`config.mk`:
```
export PLATFORM = sky130hd
export DESIGN_NAME = array_list_engine_core
export DESIGN_NICKNAME = d
export VERILOG_FILES = /design/src/rtl/core/ale_pkg.sv /design/src/rtl/core/array_list_engine_core.sv /design/src/rtl/core/ale_ram.sv /design/src/rtl/core/ale_seq.sv
export VERILOG_INCLUDE_DIRS = /design/src /design/src/rtl/core
export SDC_FILE = /design/constraint.sdc
export NUM_CORES = 1
export LEC_CHECK = 0
export ABC_AREA = 1
export BUFFER_PORTS_ARGS = -buffer_cell sky130_fd_sc_hd__buf_2
export CORE_AREA = 2 2 332 334
export DETAILED_ROUTE_END_ITERATION = 8
export DIE_AREA = 0 0 334 336
export PLACE_DENSITY = 0.57
export SLEW_MARGIN = 20
export SYNTH_ARGS = -nofsm -noshare
export SYNTH_HDL_FRONTEND = slang
export SYNTH_SLANG_ARGS = --single-unit
```
`constraint.sdc`:
```
create_clock -name aclk -period 6.2 [get_ports aclk]
set_input_delay 1.24 -clock aclk [delete_from_list [all_inputs] [get_ports aclk]]
set_output_delay 1.24 -clock aclk [all_outputs]
set_load 0.02 [all_outputs]
```
`src/rtl/core/array_list_engine_core_defines.svh`:
```
// Assertion macros for the array list engine core.
// Used by the top level; needs a clock aclk and reset aresetn in scope.
`ifndef ARRAY_LIST_ENGINE_CORE_DEFINES_SVH
`define ARRAY_LIST_ENGINE_CORE_DEFINES_SVH
`ifndef SYNTHESIS
`define ALE_ASSERT_NOW(label, ante, cons, msg) \
    label: assert property (@(posedge aclk) disable iff (!aresetn) (ante) |-> (cons)) \
        else $error(msg);
`define ALE_ASSERT_NEXT(label, ante, cons, msg) \
    label: assert property (@(posedge aclk) disable iff (!aresetn) (ante) |=> (cons)) \
        else $error(msg);
`else
`define ALE_ASSERT_NOW(label, ante, cons, msg)
`define ALE_ASSERT_NEXT(label, ante, cons, msg)
`endif
`endif

```
`src/rtl/core/ale_pkg.sv`:
```
// Package for the array list engine core: command and status codes,
// default sizes and the result struct. No dependencies.
package ale_pkg;

    localparam int DEPTH_DEF     = 32;
    localparam int WORD_BITS_DEF = 32;

    localparam logic [2:0] CMD_APPEND = 3'd0;
    localparam logic [2:0] CMD_INSERT = 3'd1;
    localparam logic [2:0] CMD_DELETE = 3'd2;
    localparam logic [2:0] CMD_FIND   = 3'd3;
    localparam logic [2:0] CMD_DUMP   = 3'd4;

    localparam logic [1:0] STATUS_OK    = 2'd0;
    localparam logic [1:0] STATUS_FULL  = 2'd1;
    localparam logic [1:0] STATUS_RANGE = 2'd2;
    localparam logic [1:0] STATUS_MISS  = 2'd3;

    typedef struct packed {
        logic        valid;
        logic [1:0]  status;
        logic [4:0]  position;
        logic [31:0] data;
        logic [5:0]  fill;
        logic        last;
    } ale_res_t;

endpackage

```
`src/rtl/core/array_list_engine_core.sv`:
```
// Array list engine core. One command at a time; result register decouples m_ side.
// Append writes in the transfer cycle. Insert/delete read each moved entry, then write
// it; a delete of none skips the walk. Find scans at most fill entries. Dump reads and
// loads each entry in turn, limited by the single registered read port of the entry RAM.
// Reset clears the fill count and control state; the entry RAM is not cleared.
// Top level: ties sequencer and entry RAM, holds the output register.
`include "array_list_engine_core_defines.svh"
module array_list_engine_core #(
    parameter int DEPTH     = ale_pkg::DEPTH_DEF,
    parameter int WORD_BITS = ale_pkg::WORD_BITS_DEF
) (
    input  logic               aclk,
    input  logic               aresetn,
    input  logic               s_valid,
    output logic               s_ready,
    input  logic [2:0]         s_cmd,
    input  logic signed [31:0] s_value,
    input  logic [5:0]         s_index,
    input  logic [5:0]         s_amount,
    output logic               m_valid,
    input  logic               m_ready,
    output logic [1:0]         m_status,
    output logic [4:0]         m_position,
    output logic signed [31:0] m_data,
    output logic [5:0]         m_fill,
    output logic               m_last
);

    localparam int AW = $clog2(DEPTH);

    ale_pkg::ale_res_t    res;
    logic                 out_free;
    logic                 mem_we;
    logic [AW-1:0]        mem_waddr;
    logic [WORD_BITS-1:0] mem_wdata;
    logic [AW-1:0]        mem_raddr;
    logic [WORD_BITS-1:0] mem_rdata;

    logic                 m_valid_reg;
    logic [1:0]           status_reg;
    logic [4:0]           position_reg;
    logic [31:0]          data_reg;
    logic [5:0]           fill_reg;
    logic                 last_reg;

    assign out_free = !m_valid_reg || m_ready;

    ale_seq #(
        .DEPTH     (DEPTH),
        .WORD_BITS (WORD_BITS)
    ) u_seq (
        .aclk      (aclk),
        .aresetn   (aresetn),
        .s_valid   (s_valid),
        .s_ready   (s_ready),
        .s_cmd     (s_cmd),
        .s_value   (s_value),
        .s_index   (s_index),
        .s_amount  (s_amount),
        .out_free  (out_free),
        .res       (res),
        .mem_we    (mem_we),
        .mem_waddr (mem_waddr),
        .mem_wdata (mem_wdata),
        .mem_raddr (mem_raddr),
        .mem_rdata (mem_rdata)
    );

    ale_ram #(
        .WIDTH (WORD_BITS),
        .DEPTH (DEPTH)
    ) u_entries (
        .aclk  (aclk),
        .we    (mem_we),
        .waddr (mem_waddr),
        .wdata (mem_wdata),
        .raddr (mem_raddr),
        .rdata (mem_rdata)
    );

    always_ff @(posedge aclk) begin
        if (!aresetn) begin
            m_valid_reg <= 1'b0;
        end else if (res.valid && out_free) begin
            m_valid_reg <= 1'b1;
        end else if (m_ready) begin
            m_valid_reg <= 1'b0;
        end
    end

    always_ff @(posedge aclk) begin
        if (res.valid && out_free) begin
            status_reg   <= res.status;
            position_reg <= res.position;
            data_reg     <= res.data;
            fill_reg     <= res.fill;
            last_reg     <= res.last;
        end
    end

    assign m_valid    = m_valid_reg;
    assign m_status   = status_reg;
    assign m_position = position_reg;
    assign m_data     = signed'(data_reg);
    assign m_fill     = fill_reg;
    assign m_last     = last_reg;

    `ALE_ASSERT_NEXT(a_one_cmd_at_a_time, s_valid && s_ready, !s_ready, "command taken while busy")
    `ALE_ASSERT_NOW(a_idle_no_result, s_ready, !res.valid, "result pending while idle")
    `ALE_ASSERT_NOW(a_error_zero_payload, m_valid && (m_status != ale_pkg::STATUS_OK), (m_data == 32'sd0) && (m_position == 5'd0) && m_last, "error result carries payload")

endmodule

```
`src/rtl/core/ale_ram.sv`:
```
// Generic simple dual-port RAM: one write port, one registered read port.
// No dependencies.
module ale_ram #(
    parameter int WIDTH = 32,
    parameter int DEPTH = 32
) (
    input  logic                     aclk,
    input  logic                     we,
    input  logic [$clog2(DEPTH)-1:0] waddr,
    input  logic [WIDTH-1:0]         wdata,
    input  logic [$clog2(DEPTH)-1:0] raddr,
    output logic [WIDTH-1:0]         rdata
);

    logic [WIDTH-1:0] mem [DEPTH];

    always_ff @(posedge aclk) begin
        if (we) begin
            mem[waddr] <= wdata;
        end
        rdata <= mem[raddr];
    end

endmodule

```
`src/rtl/core/ale_seq.sv`:
```
// Command sequencer of the array list engine: checks commands, walks the
// entry RAM for insert, delete, find and dump, and holds the fill count.
// Depends on ale_pkg.
module ale_seq #(
    parameter int DEPTH     = ale_pkg::DEPTH_DEF,
    parameter int WORD_BITS = ale_pkg::WORD_BITS_DEF
) (
    input  logic                     aclk,
    input  logic                     aresetn,
    input  logic                     s_valid,
    output logic                     s_ready,
    input  logic [2:0]               s_cmd,
    input  logic signed [31:0]       s_value,
    input  logic [5:0]               s_index,
    input  logic [5:0]               s_amount,
    input  logic                     out_free,
    output ale_pkg::ale_res_t        res,
    output logic                     mem_we,
    output logic [$clog2(DEPTH)-1:0] mem_waddr,
    output logic [WORD_BITS-1:0]     mem_wdata,
    output logic [$clog2(DEPTH)-1:0] mem_raddr,
    input  logic [WORD_BITS-1:0]     mem_rdata
);

    localparam int AW = $clog2(DEPTH);
    localparam int CW = $clog2(DEPTH + 1);
    localparam int SW = CW + 7;

    typedef enum logic [2:0] {
        ST_IDLE,
        ST_INS,
        ST_DEL,
        ST_FIND,
        ST_DUMP_RD,
        ST_DUMP_LD,
        ST_RESP
    } state_t;

    state_t               state_reg, state_next;
    logic [CW-1:0]        fill_reg, fill_next;
    logic                 pend_reg, pend_next;
    logic [AW-1:0]        rd_ptr_reg, rd_ptr_next;
    logic [AW-1:0]        wr_ptr_reg, wr_ptr_next;
    logic [CW-1:0]        rd_left_reg, rd_left_next;
    logic [WORD_BITS-1:0] val_reg, val_next;
    logic [AW-1:0]        idx_reg, idx_next;
    logic [CW-1:0]        amt_reg, amt_next;
    logic [1:0]           status_reg, status_next;
    logic [AW-1:0]        pos_reg, pos_next;

    logic [63:0]          in_wide;
    logic [63:0]          rd_wide;
    logic [WORD_BITS-1:0] in_val;
    logic [SW-1:0]        idx_w, amt_w, fill_w;
    logic                 full;

    assign in_wide = 64'(s_value);
    assign in_val  = in_wide[WORD_BITS-1:0];
    assign rd_wide = 64'(mem_rdata);
    assign idx_w   = SW'(s_index);
    assign amt_w   = SW'(s_amount);
    assign fill_w  = SW'(fill_reg);
    assign full    = (fill_reg == CW'(DEPTH));
    assign s_ready = (state_reg == ST_IDLE);

    always_comb begin
        state_next   = state_reg;
        fill_next    = fill_reg;
        pend_next    = pend_reg;
        rd_ptr_next  = rd_ptr_reg;
        wr_ptr_next  = wr_ptr_reg;
        rd_left_next = rd_left_reg;
        val_next     = val_reg;
        idx_next     = idx_reg;
        amt_next     = amt_reg;
        status_next  = status_reg;
        pos_next     = pos_reg;
        mem_we       = 1'b0;
        mem_waddr    = wr_ptr_reg;
        mem_wdata    = mem_rdata;
        mem_raddr    = rd_ptr_reg;
        res          = '0;
        res.fill     = 6'(fill_reg);

        unique case (state_reg)
            ST_IDLE: begin
                if (s_valid) begin
                    status_next = ale_pkg::STATUS_OK;
                    pos_next    = '0;
                    pend_next   = 1'b0;
                    state_next  = ST_RESP;
                    unique case (s_cmd)
                        ale_pkg::CMD_APPEND: begin
                            if (full) begin
                                status_next = ale_pkg::STATUS_FULL;
                            end else begin
                                mem_we    = 1'b1;
                                mem_waddr = AW'(fill_reg);
                                mem_wdata = in_val;
                                fill_next = fill_reg + 1'b1;
                            end
                        end
                        ale_pkg::CMD_INSERT: begin
                            if (full) begin
                                status_next = ale_pkg::STATUS_FULL;
                            end else if (idx_w > fill_w) begin
                                status_next = ale_pkg::STATUS_RANGE;
                            end else begin
                                val_next     = in_val;
                                idx_next     = AW'(s_index);
                                rd_ptr_next  = AW'(fill_w - 1'b1);
                                wr_ptr_next  = AW'(fill_reg);
                                rd_left_next = CW'(fill_w - idx_w);
                                state_next   = ST_INS;
                            end
                        end
                        ale_pkg::CMD_DELETE: begin
                            if (idx_w + amt_w > fill_w) begin
                                status_next = ale_pkg::STATUS_RANGE;
                            end else if (s_amount != 6'd0) begin
                                rd_ptr_next  = AW'(idx_w + amt_w);
                                wr_ptr_next  = AW'(s_index);
                                rd_left_next = CW'(fill_w - idx_w - amt_w);
                                amt_next     = CW'(s_amount);
                                state_next   = ST_DEL;
                            end
                        end
                        ale_pkg::CMD_FIND: begin
                            val_next     = in_val;
                            rd_ptr_next  = '0;
                            rd_left_next = fill_reg;
                            state_next   = ST_FIND;
                        end
                        ale_pkg::CMD_DUMP: begin
                            if (fill_reg != '0) begin
                                rd_ptr_next  = '0;
                                rd_left_next = fill_reg;
                                state_next   = ST_DUMP_RD;
                            end
                        end
                        default: begin
                        end
                    endcase
                end
            end
            ST_INS: begin
                // read entry i-1, write it to i in the next cycle
                mem_we = pend_reg;
                if (pend_reg) begin
                    wr_ptr_next = wr_ptr_reg - 1'b1;
                end
                if (rd_left_reg != '0) begin
                    rd_ptr_next  = rd_ptr_reg - 1'b1;
                    rd_left_next = rd_left_reg - 1'b1;
                    pend_next    = 1'b1;
                end else begin
                    pend_next = 1'b0;
                    if (!pend_reg) begin
                        mem_we      = 1'b1;
                        mem_waddr   = idx_reg;
                        mem_wdata   = val_reg;
                        fill_next   = fill_reg + 1'b1;
                        status_next = ale_pkg::STATUS_OK;
                        state_next  = ST_RESP;
                    end
                end
            end
            ST_DEL: begin
                mem_we = pend_reg;
                if (pend_reg) begin
                    wr_ptr_next = wr_ptr_reg + 1'b1;
                end
                if (rd_left_reg != '0) begin
                    rd_ptr_next  = rd_ptr_reg + 1'b1;
                    rd_left_next = rd_left_reg - 1'b1;
                    pend_next    = 1'b1;
                end else begin
                    pend_next = 1'b0;
                    if (!pend_reg) begin
                        fill_next   = fill_reg - amt_reg;
                        status_next = ale_pkg::STATUS_OK;
                        state_next  = ST_RESP;
                    end
                end
            end
            ST_FIND: begin
                // wr_ptr holds the index of the word in flight
                if (pend_reg && (mem_rdata == val_reg)) begin
                    pend_next   = 1'b0;
                    pos_next    = wr_ptr_reg;
                    status_next = ale_pkg::STATUS_OK;
                    state_next  = ST_RESP;
                end else if (rd_left_reg != '0) begin
                    wr_ptr_next  = rd_ptr_reg;
                    rd_ptr_next  = rd_ptr_reg + 1'b1;
                    rd_left_next = rd_left_reg - 1'b1;
                    pend_next    = 1'b1;
                end else begin
                    pend_next = 1'b0;
                    if (!pend_reg) begin
                        status_next = ale_pkg::STATUS_MISS;
                        state_next  = ST_RESP;
                    end
                end
            end
            ST_DUMP_RD: begin
                if (out_free) begin
                    state_next = ST_DUMP_LD;
                end
            end
            ST_DUMP_LD: begin
                res.valid    = 1'b1;
                res.status   = ale_pkg::STATUS_OK;
                res.position = 5'(rd_ptr_reg);
                res.data     = rd_wide[31:0];
                res.last     = (rd_left_reg == CW'(1));
                rd_ptr_next  = rd_ptr_reg + 1'b1;
                rd_left_next = rd_left_reg - 1'b1;
                state_next   = (rd_left_reg == CW'(1)) ? ST_IDLE : ST_DUMP_RD;
            end
            ST_RESP: begin
                res.valid    = 1'b1;
                res.status   = status_reg;
                res.position = 5'(pos_reg);
                res.last     = 1'b1;
                if (out_free) begin
                    state_next = ST_IDLE;
                end
            end
            default: begin
                state_next = ST_IDLE;
            end
        endcase
    end

    always_ff @(posedge aclk) begin
        if (!aresetn) begin
            state_reg <= ST_IDLE;
            fill_reg  <= '0;
            pend_reg  <= 1'b0;
        end else begin
            state_reg <= state_next;
            fill_reg  <= fill_next;
            pend_reg  <= pend_next;
        end
    end

    always_ff @(posedge aclk) begin
        rd_ptr_reg  <= rd_ptr_next;
        wr_ptr_reg  <= wr_ptr_next;
        rd_left_reg <= rd_left_next;
        val_reg     <= val_next;
        idx_reg     <= idx_next;
        amt_reg     <= amt_next;
        status_reg  <= status_next;
        pos_reg     <= pos_next;
    end

endmodule

```
**Word-level counts from Yosys, hierarchy flattened**

Memory sizes are Yosys's and may differ from the RTL's. A register that Yosys moved wholly into a read port is not among the register bits.
Cells that the tools add are included.

- Bits in writable memories: 1,024
- Memories kept: 1
- Word-level logic and storage cells: 203
- Bits in registers: 123
- Bits of input ports: 51
- Output and inout port bits: 48

Memories:

| memory | words | bits a word | rd ports | clocked after Yosys merged registers in | write ports | line | source |
|---|---|---|---|---|---|---|---|
| u_entries.mem | 32 | 32 | 1 | 1 | 1 | ale_ram.sv:15 | `logic [WIDTH-1:0] mem [DEPTH];` |

- Reduce and logical (&&, ||, !) cells: 29
- Magnitude comparators: 2
- Mux-type cells: 99
- Eq/ne operators: 41
- Add/sub/neg operators: 11
- Bitwise gates (word level): 3

Operators with widths:

| kind | count |
|---|---|
| 32-bit two-way mux | 7 |
| 32-bit one-hot mux with 2 select lines | 2 |
| 5-bit two-way mux | 25 |
| 6-bit two-way mux | 15 |
| 6-bit one-hot mux with 4 select lines | 2 |
| 5-bit one-hot mux with 4 select lines | 2 |
| 3-bit two-way mux | 11 |
| 32-bit == test | 1 |
| 5-bit one-hot mux with 2 select lines | 3 |
| 2-bit inequality test (second input constant) | 13 |
| 5-bit one-hot mux with 5 select lines | 1 |
| 2-bit two-way mux | 10 |
| 3-bit one-hot mux with 6 select lines | 1 |
| 6-bit one-hot mux with 3 select lines | 1 |
| 6-bit nonzero test | 3 |
| 6-bit subtractor | 3 |
| 8-bit one-hot mux with 2 select lines | 1 |
| 5-bit AND reduction | 3 |
| 5-bit by 1-bit subtractor with 5-bit output (second input constant) | 3 |
| 3-bit by 2-bit == test with 1-bit output (second input constant) | 4 |
| 3-bit == test (second input constant) | 4 |
| 1-bit two-way mux | 12 |
| 2-bit by 1-bit inequality test with 1-bit output (second input constant) | 6 |
| 3-bit inequality test (second input constant) | 4 |
| other kinds (33) | 48 |

**Longest topological paths before layout**

Gate-level depths: netlist (run 1).

- Depth after elaboration: 7
- Depth in mapped cells: 19
- Mapped depth without buffers: 19

**By module**

A second synthesis (run 1) with hierarchy kept.

- Cell total of the unflattened synthesis: 4,374
- Area, all modules: 50,161.9 um2

Modules (own cells, without submodules):

| module | seq. area each (um2) | cells an instance | instances | area each (um2) |
|---|---|---|---|---|
| ale_ram | 31,390.1 | 3,536 | 1 | 42,405.7 |
| ale_seq | 2,182.1 | 785 | 1 | 6,323.6 |
| array_list_engine_core | 1,401.3 | 53 | 1 | 1,432.6 |

**Worst setup path before layout (run 1)**

Ideal clock, no wire load.

- Kind: input port to flip-flop
- From: input s_index[3]
- To: register u_seq.val_reg[0], enable pin
- Arrival time: 5.232 ns
- Setup time: 0.501 ns
- Buffers on the path: 0
- Setup slack: 0.466 ns
- Required time: 5.699 ns
- Stages on the path: 7
- Path through: inv_1 -> ha_1 -> a21oi_1 -> or2_2 -> nand4_1 -> inv_1 -> nor4_1

- Longest elaborated chain between the ends: 3

RTL lines:

| what | line | source |
|---|---|---|
| from (decl) | array_list_engine_core.sv:18 | `input logic [5:0] s_index,` |
| 6-bit greater-than comparator | ale_seq.sv:106 | `end else if (idx_w > fill_w) begin` |
| 2-bit inequality test (no line) | n/a |  |
| 5-bit AND reduction (no line) | n/a |  |
| to (signal assigned) | ale_seq.sv:252 | `val_reg <= val_next;` |
| to (decl) | ale_seq.sv:45 | `logic [WORD_BITS-1:0] val_reg, val_next;` |

No other way between the ends.
A chain may end at the register's enable or synchronous reset.

**Worst setup path in the final report (run 1)**

- From: register u_seq.fill_reg[1]
- To: memory u_entries.mem[23][13], enable pin

- Longest elaborated chain between the ends: 7
- Elaborated cells on any way between the ends: 11
- Classes of those cells: 1 x eq/ne; 10 x mux

RTL lines:

| what | line | source |
|---|---|---|
| from (decl) | ale_seq.sv:40 | `logic [CW-1:0] fill_reg, fill_next;` |
| from (signal assigned) | ale_seq.sv:243 | `fill_reg <= fill_next;` |
| 6-bit == test | ale_seq.sv:63 | `assign full = (fill_reg == CW'(DEPTH));` |
| 1-bit two-way mux | ale_seq.sv:94 | `if (full) begin` |
| 1-bit two-way mux | ale_seq.sv:92 | `unique case (s_cmd)` |
| 1-bit two-way mux | ale_seq.sv:87 | `if (s_valid) begin` |
| 1-bit one-hot mux with 3 select lines | ale_seq.sv:85 | `unique case (state_reg)` |
| 1-bit two-way mux | ale_ram.sv:18 | `if (we) begin` |
| 1-bit two-way mux (implied by the code) | ale_ram.sv:19 | `mem[waddr] <= wdata;` |
| to (decl) | ale_ram.sv:15 |  |

Several ways; a longest one is shown, not always the timed one.

==> results of run 1 <==
-- cell type report --
type / instances / area [um^2] / area share (%)
Inverter: 170 / 663 / 1.20
Tap cell: 1414 / 1770 / 3.19
Antenna cell: 1 / 2.50 / 0.00452
Multi-Input combinational cell: 2285 / 12600 / 22.7
Timing Repair Buffer: 187 / 1460 / 2.63
Clock inverter: 85 / 768 / 1.39
Clock buffer: 143 / 3220 / 5.82
Sequential cell: 1179 / 35000 / 63.1
-- placed cells by master, fill, tap and decap left out, drive strengths merged --
cell and n:
nor3b 2, and2 3, ha 37, o21bai 1, edfxtp 1136, a22oi 1
a21boi 1, nand2 249, o221ai 222, or2 7, a211oi 2, clkinv 66
buf 187, o21ai 630, o211ai 9, fa 6, a221oi 1, clkbuf 143
diode 1, xor2 12, a21o 3, and3 1, nor4 1, inv 170
clkinvlp 6, nor2 737, a31o 1, a32oi 1, nand3 154, dfxtp 43
bufinv 13, o22ai 66, nor3 6, a21oi 73, nand4 15, xnor2 12
nand3b 4, a31oi 27, o41ai 1
-- how the worst max path moves through the flow --
stage | end | slack (ns) | cells after the start | start
after global routing | u_entries.mem[22][7] | 1.63 | 13 | u_seq.fill_reg[1]
after detailed placement | u_entries.mem[22][7] | 1.67 | 12 | s_cmd[0]
after global placement | u_entries.mem[23][31] | 1.74 | 12 | s_cmd[1]
final | u_entries.mem[23][13] | 1.91 | 13 | u_seq.fill_reg[1]
after CTS | u_entries.mem[22][29] | 1.90 | 13 | u_seq.fill_reg[1]
after floorplan | u_seq.val_reg[0] | 0.47 | 7 | s_index[3]
-- Yosys cell counts (all sizes together) --
cell type  number  area share (%)
nand3         154             1.7
nand2         249             2.0
a21boi          1           0.015
edfxtp       1136              70
a21o            3           0.046
buf            58            0.64
nor3b           2           0.031
nor4            1           0.013
xor2           12            0.22
clkinv          3           0.023
inv           167             1.3
or2             7           0.090
a221oi          1           0.018
ha             37            0.95
o41ai           1           0.018
nand3b          4           0.062
a31o            1           0.018
clkbuf        180             1.4
a211oi          2           0.031
dfxtp          43             1.8
xnor2          12            0.22
o21bai          1           0.015
o211ai          9            0.14
o21ai         630             6.6
a31oi          27            0.35
nor3            6           0.095
and3            1           0.013
a21oi          73            0.83
o22ai          66            0.85
fa              6            0.25
a32oi           1           0.018
nand4          15            0.19
nor2          737             5.8
o221ai        222             4.0
a22oi           1           0.015
and2            3           0.039
-- cells by family (layout without fill, tap and decap cells) --
kind of cell    Yosys count  after routing  share of synthesized area [%]
other cells               0              1                              0
buf+inv                 408            585                           3.35
xor+xnor                 24             24                          0.433
fa+ha+maj                43             43                           1.20
compound gates         1039           1039                           13.0
flops                  1179           1179                           72.0
simple gates           1179           1179                           10.1
-- worst min-delay path, cell delays in order (launching register included) --
cell	delay, ns
sky130_fd_sc_hd__edfxtp_1	0.32
sky130_fd_sc_hd__nand3_1	0.07
sky130_fd_sc_hd__o21ai_0	0.06
-- metrics by stage --
stage                     utilization, %  instance area [um^2]  instances  hold slack [ns]
final                               51.1                 55400       5464            0.555
after global routing                51.1                 55400       5463            0.587
after CTS                           50.9                 55100       5451            0.557
after detailed placement            47.2                 51200       5223            0.542
after global placement              47.1                 51100       5220            0.535
after floorplan                        -                 48600       3872            0.481
-- power by group through the flow --
stage                     Combinational [mW]  Sequential [mW]  Clock (mW)
after floorplan                         6.35             11.5           0
after detailed placement                11.1             11.5           0
after global routing                    12.3             11.3        7.70
final                                   11.3             11.3        7.31
after CTS                               11.1             11.3        7.41
after global placement                  11.0             11.5           0
-- routing by layer --
metal  vias up  wire [um]  track usage (%)
li1      14500          -                -
met5         -          0                0
met3       170       9980             3.74
met4         0       2620             5.15
met2      1296      60800             36.4
met1     15900      62400             36.2
==> reports/summary.md, run 1 <==
Hold repair after CTS inserted 0 buffers. The sum of negative setup slack was 0 ns. VDD sags by at most 404 uV.

The die covers 112000 um^2. The share of total power dissipated in sequential elements is 37.8%. The critical path contains buffers and inverters numbering 3 combined.

For the total clock buffers created by CTS, the log shows 121. STA puts the critical path data required time at 6.60 ns. Averaged over all synthesized cells, the footprint is 12.6 um^2. The number of setup buffers added after CTS is 0. Synthesis inferred 1179 register bits. After synthesis the cells add up to 48600 um^2. The max-capacitance violation count was 0; the maximum clock skew at final layout was 0.0266 ns. The register with the most flip-flops is u_entries.mem. The quantity of gates resized following cts was 0.

The slew at the pin with the worst max-slew slack is 1.16 ns, and the total number of nets in the final design is 4038. The first global-routing pass estimated 201000 um of wire. The Yosys step of the flow raised 0 warnings. TritonCTS built the clock tree.

In this run the standard cell core region covers 108000 um^2. Traced cell by cell, the critical path runs through inv_1 -> ha_1 -> nand2_1 -> nor2_2 -> nand2_2 -> nand2_4 -> nand2_4 -> nand2_8 -> inv_4 -> o21ai_2 -> nand3_2 -> nor2_4 -> buf_4. Among cell families on the critical path, the largest total delay comes from simple AND/OR/NAND/NOR gates.

Prior to clock tree synthesis, the placed netlist has a worst setup slack of 1.67 ns. The register with the most flip-flops in the layout has 1024 of them. The count of final hold-check violations was 0; the post-layout worst setup margin was 1.91 ns.

The tools report the cell-internal power as 17.9 mW. The layout has 9271 filler cells. The post-route netlist has 12.3% of its cells at a drive strength greater than 1.

The worst register-to-register path has a setup slack of 1.91 ns. The worst register-to-register path begins at u_seq.fill_reg[1]. Clock tree synthesis selected as its root buffer the cell sky130_fd_sc_hd__clkbuf_16. The run gives 18.5 nW as the leakage dissipation.

The cell count of the worst hold path was 2. Endpoint of the most critical register-to-register path: u_entries.mem[23][13]. By startpoint and endpoint, the worst setup path is classified as register to register.

The H-tree depth came out at 3. The area growth from synthesis to layout is 14.0%. The tools report the hold path endpoint as m_position[3].

The analysis attributes to net switching a power of 12.0 mW. Number of antenna violations at the first check in global routing: 5. Dividing the detail-routed wire length by the instance count gives 24.9 um. The total number of vias is 31900, and the top-level I/O count is 99. For the worst-skew pair, the clock arrives at the later sink with an insertion delay of 0.70 ns. Counting every sink on the clock net gives 1179. The final critical path takes up 69.2% of the cycle. Synthesis handed over a netlist of 3872 instances.

The first-pass iteration count of the detailed router was 5. The HPWL after detailed placement is 81700 um. The share of total power in the clock network was 24.5%; the violation count after the first detailed-routing iteration was 3269. The effective utilization at floorplan came out at 44.8%. Setup repair after global routing left no endpoint under its margin. The class of the tightest hold or removal check was register to register.

The logs give 37.8% for the relative contribution of combinational cells to total power and 23.0% for the worst slew margin relative to its limit. The max-slew violation count was 0. The flow ran to the end, and the final reports show no timing, DRC or antenna violations.

The startpoint identified for the worst hold timing path is u_seq.pos_reg[3]. The CTS clock-pin slew for the worst setup and hold paths works out to 0.06 ns. The run gives 0 as the remaining design rule violation count. The tools report the category of the worst setup path capture point as a register.

In this run the power density over the cells is 540 nW/um^2. Of all nets on the critical path, the largest fanout is 36. The switching share of power came out at 40.1%.

At the worst endpoint, the arrival time is 4.68 ns. The number of port buffers was 98; the depth of the most critical reg-to-reg path was 13. The run gives 0 as the number of nets with antenna violations after detailed routing. Entering global routing, the biggest net connects 175 pins. Number of different library cells in the post-synthesis netlist: 55. The tools report the via count of the first global-routing pass as 30400. STA classifies the critical path startpoint as a register. The logs give 3 for the maximum count of clock buffers along a single path and 23.9% for the all-layer global routing usage. Timing would allow up to 233 MHz.

The routability congestion estimate is 0.917. Minimum clock period after layout: 4.29 ns. Using the TritonRoute via totals, the vias-per-cell ratio works out to 5.84. The post-route total power is 29.9 mW. The count of standard-cell rows is 121. For the share of the yosys chip area belonging to registers, the log shows 72.0%. The overall die width was 334 um. For the total nets after synthesis, the log shows 3966. Wires add up to 136000 um. The largest incremental delay on the critical path is 0.92 ns, and the final count of negative-setup-slack endpoints is 0. The die is 336 um tall.

The run gives 0 as the final global-route overflow total. The slowest stage of the critical path belongs to the cell sky130_fd_sc_hd__nor2_4. The cell that appears most often on the critical path is sky130_fd_sc_hd__nand2_4.
(Power assumes the default switching activity.)
==> inputs of run 2 (changes only) <==
Clock period 6.2 ns to 4.4 ns, I/O delays scaled along.
==> reports/summary.md, run 2 (synthesis results as in run 1) <==
The flow ran to the end, and the final reports show no timing, DRC or antenna violations. The routability congestion estimate is 0.919, and the total routed wirelength is 134000 um. The insertion delay of the later-clocked pin in the worst-skew pair came out at 0.72 ns. After floorplanning, the core was divided into 121 placement rows.

Based on the critical path, the design can be clocked at up to 276 MHz. In the finished design, the share of the clock period the worst path needs comes to 82.4%. The number of hold-repair buffers added at the cts stage was 0; the total number of vias was 32100. Before CTS, the worst setup slack after placement is 0.350 ns.

Setup slack closes at 0.776 ns. The total number of nets in the final design was 4073; the area of the core was 108000 um^2. Walking the worst path, the cells encountered are inv_1 -> ha_1 -> nand2_1 -> nor2_2 -> nand2_2 -> nand2_4 -> nand2_4 -> nand2_8 -> inv_4 -> o21ai_2 -> nand3_2 -> nor2_4 -> buf_4. The buffering stage count on the worst path with inverters included came out at 3.

In the final routing, the length of wire on met1 measures 61400 um. Cells with a size suffix above 1 make up 12.8% of the layout. CTS saw 1179 sinks. The logs give 4 for the number of antenna violations at the first check in global routing and 112000 um^2 for the overall die area. Tracing the worst setup path back leads to its startpoint at u_seq.fill_reg[0]. For the final standard cell utilization of the core, the log shows 51.2%. CTS placed an instance of sky130_fd_sc_hd__clkbuf_16 at the clock tree root. Once the floorplan was initialized, standard cells occupied 44.8% of the core. The post-route total power was 41.3 mW. The maximum number of pins on one net before global-route repair is 151, and the maximum clock skew at final layout is 0.0323 ns.

Along the worst path, the maximum fanout reaches 17. After detailed routing, the average wire length per cell comes to 24.4 um. The placed cell count was 5272. The tools report the count of final hold-check violations as 0. STA puts the critical path data arrival time at 4.02 ns. The area growth from synthesis to layout is 14.2%. Die span in y: 336 um. The run gives 0 as the remaining design rule violation count. TritonCTS built the clock tree.

The kind of cell with the highest combined delay along the critical path is simple AND/OR/NAND/NOR gates. The logs give 0 ns for the sum of negative setup slack and 30300 for the via count of the first global-routing pass. Class of the tightest hold or removal check: input port to register. VDD sags by at most 537 uV.

For this block, the initial DRC count from the detailed router was 3329. The worst pin sits at a relative slew slack of 27.9%. The max-slew violation count came out at 0. The number of port buffers was 98; the overall die width was 334 um. Setup repair after global routing left no endpoint under its margin. At the worst endpoint, the required time is 4.79 ns. The tool flagged a number of max-cap violations equal to 0. The top-level I/O count is 99, and the quantity of gates resized following cts is 0. The number of nets with antenna violations after detailed routing was 0. The first global-routing pass estimated 200000 um of wire. Dividing the detail-routed via count by the number of cells gives 5.84. Counting the buffers created by CTS gives 119. The power per cell area came out at 743 nW/um^2.

For the number of post-CTS setup repair buffers, the log shows 0. Setup violations remaining at the end of the flow were counted as 0. The library cells used most frequently in the layout, excluding fill and tap cells, are sky130_fd_sc_hd__edfxtp_1, sky130_fd_sc_hd__nor2_1, sky130_fd_sc_hd__o21ai_0, sky130_fd_sc_hd__nand2_1, sky130_fd_sc_hd__o221ai_1. The largest incremental delay on the critical path works out to 0.67 ns. After the flow finishes, the layout carries non-filler instances totaling 5498. The cell with the most instances on the worst path is sky130_fd_sc_hd__nand2_4. The register with the most flip-flops in the layout has 1024 of them.

The tools report the launch point of the worst reg-to-reg path as u_seq.fill_reg[0]. The clock tree synthesis step divided the H-tree into 3 levels. The maximum count of clock buffers along a single path was 3. Register with the most flip-flops: u_entries.mem.

The setup path with the least slack is of type register to register. The beginning of the worst hold path is s_value[5]. The first detailed-routing pass ran for 6 iterations.

The minimum clock period after layout is 3.62 ns. The routed design uses 9540 um of met3 wire. The worst setup path is captured at a register. Leaving out fill and tap cells, the most frequent cell in the layout is sky130_fd_sc_hd__edfxtp_1. Leakage dissipation: 18.6 nW.

After detailed routing, no signal wire sits above met4. Wire segments on met2 add up to 61400 um in the final route. The wire-length estimate of the detail-placed layout is 78900 um. The slew at the pin with the worst max-slew slack was 1.08 ns. The run gives 9362 as the number of filler instances in the final layout. Among all stages on the critical path, the largest delay is contributed by sky130_fd_sc_hd__nor2_4. The CTS clock-pin slew for the worst setup and hold paths came out at 0.06 ns. The critical path startpoint category was a register.

The all-layer global routing usage is 23.7%, and the final global-route overflow total is 0.
-- run 2: where the power goes --
group / switching [mW] / internal, mW / leakage, nW
Clock: 4.35 / 5.45 / 1.85
Combinational: 11.6 / 3.90 / 6.05
Sequential: 0.453 / 15.5 / 10.7
Total: 16.4 / 24.8 / 18.6
-- run 2: worst paths after layout --
path,cells past startpoint,to,slack [ns]
max reg2reg,13,u_entries.mem[11][7],0.78
min,1,u_seq.val_reg[5],0.36
max,13,u_entries.mem[11][7],0.78
min reg2reg,2,m_position[1],0.55
-- run 2: layout make-up --
class | count | area (um^2) | area share (%)
Timing Repair Buffer | 224 | 1800 | 3.24
Tap cell | 1414 | 1770 | 3.19
Inverter | 170 | 662 | 1.19
Clock buffer | 153 | 3210 | 5.78
Antenna cell | 1 | 2.50 | 0.00451
Multi-Input combinational cell | 2285 | 12500 | 22.5
Sequential cell | 1179 | 35000 | 63.0
Clock inverter | 72 | 594 | 1.07
-- run 2: metal layers --
layer / vias up / GRT usage, %
met5: - / 0
met4: 0 / 5.14
met3: 147 / 2.88
met2: 1244 / 36.9
met1: 16100 / 35.7
li1: 14600 / -
-- run 2: metrics by stage --
stage	hold WS (ns)	instance area, um^2
after CTS	0.315	55500
after detailed placement	0.541	51700
after global placement	0.538	51700
final	0.364	55500
after global routing	0.333	55500
after floorplan	0.481	48600
